<file path="src/rtl/sahbs_pkg.sv">
// Shared types and constants for the binned SAH split search unit.
package sahbs_pkg;
  localparam logic [62:0] COST_MAX = {63{1'b1}};

  // bins per axis; bin_index and best_bin are four bits wide
  localparam int BINS = 16;

  typedef enum logic [2:0] {
    ST_LOAD,
    ST_PREFIX,
    ST_SUFFIX,
    ST_AREA,
    ST_COST,
    ST_EMIT
  } state_t;

  // saturating add of two 63-bit costs
  function automatic logic [62:0] sat_add(input logic [62:0] a, input logic [62:0] b);
    logic [63:0] s;
    s = {1'b0, a} + {1'b0, b};
    return s[63] ? COST_MAX : s[62:0];
  endfunction
endpackage

</file>
<file path="src/rtl/sahbs_area.sv">
// Registered surface area of one box: three extent products, then sum.
module sahbs_area #(
  parameter int COORD_BITS = 20
) (
  input  logic                         clk,
  input  logic signed [3*COORD_BITS-1:0] lo,
  input  logic signed [3*COORD_BITS-1:0] hi,
  output logic [62:0]                  area
);
  localparam int DW = COORD_BITS + 1;
  logic [DW-1:0] d [3];
  logic [2*DW-1:0] p [3];

  always_comb begin
    for (int k = 0; k < 3; k++) begin
      logic signed [DW-1:0] e;
      e = DW'(signed'(hi[k*COORD_BITS +: COORD_BITS])) -
          DW'(signed'(lo[k*COORD_BITS +: COORD_BITS]));
      d[k] = e[DW-1] ? '0 : DW'(e);
    end
  end

  always_ff @(posedge clk) begin
    p[0] <= d[0] * d[1];
    p[1] <= d[1] * d[2];
    p[2] <= d[2] * d[0];
  end

  // products fit well under 2^62, so the doubled sum never saturates at these widths
  always_comb begin
    logic [62:0] s;
    s = sahbs_pkg::sat_add(sahbs_pkg::sat_add(63'(p[0]), 63'(p[1])), 63'(p[2]));
    area = s[62] ? sahbs_pkg::COST_MAX : {s[61:0], 1'b0};
  end
endmodule

</file>
<file path="config.mk">
export PLATFORM = sky130hd
export DESIGN_NAME = sahbs_area
export DESIGN_NICKNAME = d
export VERILOG_FILES = /design/src/rtl/sahbs_pkg.sv /design/src/rtl/sahbs_area.sv
export SDC_FILE = /design/constraint.sdc
export NUM_CORES = 2
export LEC_CHECK = 0
export BUFFER_PORTS_ARGS = -buffer_cell sky130_fd_sc_hd__buf_2
export CAP_MARGIN = 20
export CORE_ASPECT_RATIO = 2
export CORE_MARGIN = 2
export CORE_UTILIZATION = 25
export CTS_BUF_LIST = sky130_fd_sc_hd__clkbuf_16
export CTS_CLUSTER_DIAMETER = 60
export DETAILED_ROUTE_END_ITERATION = 16
export GPL_TIMING_DRIVEN = 0
export HOLD_SLACK_MARGIN = 0.1
export SKIP_LAST_GASP = 1
export SYNTH_ARGS = -nofsm -noshare
export SYNTH_HDL_FRONTEND = slang
export SYNTH_SLANG_ARGS = --single-unit
</file>
<file path="constraint.sdc">
create_clock -name clk -period 11.4 [get_ports clk]
set_input_delay 1.14 -clock clk [delete_from_list [all_inputs] [get_ports clk]]
set_output_delay 1.14 -clock clk [all_outputs]
set_load 0.01 [all_outputs]
</file>
==> metrics.md <==
| Metric | Value |
|---|---|
| Slowest stage cell, crit path | sky130_fd_sc_hd__xor2_2 |
| Category of the worst setup path capture point | register |
| Top cell types by occurrence after synthesis | sky130_fd_sc_hd__inv_1, sky130_fd_sc_hd__fa_1, sky130_fd_sc_hd__nor2_1 |
| Busiest layer in global routing | met2 |
| Filler cell count in the final layout | 21105 |
| Post-CTS Hold Fix Bufs | 0 |
| Detailed-route DRC error count | 0 |
| Number of H-tree levels | 4 |
| Leading cell type by number of instances after synthesis | sky130_fd_sc_hd__inv_1 |
| Dpl cell area | 53300 um^2 |
| Port-buffer cells | 162 |
| TritonCTS clock tree | built |
| Sink Count | 120 |
| Post-synthesis instance area | 48700 um^2 |
| Slowest cell delay on critical path | 680 ps |
| Final #Nets | 7683 |
| Count of buffer and inverter cells on the critical path | 7 |
| Number of flops mapped to enable cells by yosys | 0 |
| Via count of the first global-routing pass | 45735 |
| Worst Hold End | p[0][80]$_DFF_P_ |
| Average detailed-routed wire length per instance | 28.0 um |
| Layout-stage area growth over the synthesis result | 12.3% |
| Hold Path Stages | 5 |
| Post-DR vias/cell | 4.92 |
| Run status | finished, final reports clean |
| GR Layer Usage met1 | a little over a fifth |
| Synthesis-stage register bit count | 120 |
| Global-route congestion overflow total | 0 |
| Maximum number of pins on one net before global-route repair | 14 |
| Final WL | between 200000 and 250000 um |
| Synthesized area divided by synthesized cell count | 8.47 um^2 |
| Portion of synthesized cell area occupied by the leading cell type | between 30% and 40% |
| Required arrival time at the worst endpoint | between 10000 and 15000 ps |
| Leading register cell type out of synthesis | sky130_fd_sc_hd__dfxtp_1 |
| Placeable core area | 194000 um^2 |
| Final max-slew violation count | 0 |
| Fraction of registers with async set or reset after synthesis | 0% |
| Endpoints failing setup | 0 |
| Number of standard cells after synthesis | 5757 |
| Register area share after synthesis | 4.93% |
| FP Rows | approximately 230 |
| Root buffer cell | sky130_fd_sc_hd__clkbuf_16 |
| Register clock-pin slew on the reported worst setup and hold paths | around 50 ps |
| Vert. Die Dim | between 600 and 700 um |
| Final Wtd Congestion | 1.04 |
| Total CTS buffers | 25 |
| Distinct cell type count after synthesis | 83 |
| GR Util All Layers | 24.4% |
| Headroom to the max-slew limit | 10.6% |
| Max Freq | between 80 and 90 MHz |
| Unrepaired setup endpoints after global routing | yes |
| Largest registers | p x120 |
| Launch instance of the worst min-delay path | lo[0] |
| Cell seen most often among critical-path stages | sky130_fd_sc_hd__fa_1 |
| Worst hold slack after final layout | roughly 1300 ps |
| 1st-iter DRT viols | 2663 |
| Shortest period the worst path allows | approximately 11000 ps |
| Top register by number of flip-flops | p |
| Global Route met3 Usage | 3.80% |
| Fraction of layout cells with a size suffix above 1 | a little under a tenth |
| WP data arrival | 11600 ps |
| Pin slew with the least headroom to its limit | 1340 ps |
| Ranking of synthesized cells by area | sky130_fd_sc_hd__fa_1, sky130_fd_sc_hd__ha_1, sky130_fd_sc_hd__inv_1 |
| Final Hold Violating Endpoints | 0 |
| 1st-pass router iterations | 11 |
| Maximum fanout count along the critical path | 10 |
| Number of antenna violations at the first check in global routing | 26 |
| Category of the critical setup timing path | input pin to register |
| # IOs | 184 |
| Number of nets still failing antenna checks after routing | 0 |
| M2 GR Usage | between 40% and 50% |
| Cell type contributing the most total cell area after synthesis | sky130_fd_sc_hd__fa_1 |
| Maximum capacitance violations | 0 |
| Worst setup path startpoint | hi[40] |
| Period utilisation layout | 98.5% |
| Starting Density | between 20% and 30% |
| Final setup margin | about 180 ps |
| Worst setup slack after placement | -2560 ps |
| Via Count | approximately 42000 |
| Yosys warns | 0 |
| Total Neg Setup Slack | 0 ps |
| Startpoint types | input pin |
| Path class of the lowest-slack min-delay path | input pin to register |
| Die area | 199000 um^2 |
| Flip-flop count of the largest register after layout | 120 |
| Family with the most delay on the worst path | adder cells |
| Die X | 316 um |
| Wire length of the first global-routing pass | roughly 330000 um |
| Post-detail-place hpwl | 205000 um |
| Number of buffers on the longest clock path | 3 |
| Final Cell Area | 54700 um^2 |
layout by cell type, fill, tap and decap left out, types with 23 or more instances in the layout:
cell type and count:
sky130_fd_sc_hd__a31oi_1 26, sky130_fd_sc_hd__a21oi_1 207, sky130_fd_sc_hd__o21bai_1 38, sky130_fd_sc_hd__fa_1 965, sky130_fd_sc_hd__xnor2_1 148, sky130_fd_sc_hd__o21a_1 36, sky130_fd_sc_hd__clkbuf_4 23, sky130_fd_sc_hd__inv_1 1187
sky130_fd_sc_hd__o21ai_0 75, sky130_fd_sc_hd__ha_1 589, sky130_fd_sc_hd__nor2b_1 28, sky130_fd_sc_hd__nor3_1 48, sky130_fd_sc_hd__buf_2 225, sky130_fd_sc_hd__nand2b_1 28, sky130_fd_sc_hd__buf_4 69, sky130_fd_sc_hd__diode_2 30
sky130_fd_sc_hd__dfxtp_1 120, sky130_fd_sc_hd__clkbuf_1 54, sky130_fd_sc_hd__nand3_1 63, sky130_fd_sc_hd__clkbuf_2 37, sky130_fd_sc_hd__buf_6 36, sky130_fd_sc_hd__nor2_1 778, sky130_fd_sc_hd__xor2_1 76, sky130_fd_sc_hd__clkbuf_16 25
sky130_fd_sc_hd__a21o_1 134, sky130_fd_sc_hd__nand2_1 612, sky130_fd_sc_hd__and2_1 57
how the worst max path moves through the flow:
stage | end | slack [ps] | cells after the start
2_1_floorplan | p[0][79]$_DFF_P_ | 1720 | 39
3_3_place_gp | p[0][108]$_DFF_P_ | -3770 | 31
3_5_place_dp | p[0][38]$_DFF_P_ | -2560 | 40
4_1_cts | p[0][38]$_DFF_P_ | -60 | 34
5_1_grt | p[0][117]$_DFF_P_ | -40 | 37
6_report | p[0][117]$_DFF_P_ | 180 | 37
per-layer routing:
metal / part of all wire, % / vias to the layer above
met5: 0.024 / -
met1: 28 / 21052
met3: 5.6 / 991
li1: - / 18119
met4: 16 / 10
met2: 50 / 2033
what timing repair did:
item	4_1_cts	5_1_grt
pin swaps	4	7
endpoints found under the setup margin	40	30
setup buffers	4	10
resized for setup	70	139
through the flow:
stage | utilization [%] | std cells
after floorplan | - | 5777
after global placement | 27.2 | 8480
after detailed placement | 27.4 | 8509
after CTS | 27.9 | 8543
after global routing | 28.2 | 8571
final | 28.2 | 8583
kinds of logic after synthesis:
| logic type | after synthesis | share of synthesized area (%) |
|---|---|---|
| flops | 120 | 4.93 |
| xor+xnor | 232 | 4.17 |
| compound gates | 667 | 9.06 |
| other cells | 1 | 0.00769 |
| fa+ha+maj | 1555 | 54.8 |
| buf+inv | 1455 | 12.2 |
| simple gates | 1727 | 14.8 |
area by class of cell:
type | count | area [um^2] | area share [%]
buffer | 265 | 1670 | 3.04
clock buffer | 25 | 626 | 1.14
timing repair buffer | 209 | 1410 | 2.57
sequential | 120 | 2400 | 4.39
antenna | 30 | 75.1 | 0.137
tap | 2541 | 3180 | 5.81
clock inverter | 7 | 53.8 | 0.0983
inverter | 1184 | 4440 | 8.12
multi-input combinational | 4202 | 40900 | 74.7
Power is left out: the tool's default activity adds up to more than one toggle a clock period on the data nets, which glitch-free logic cannot reach.
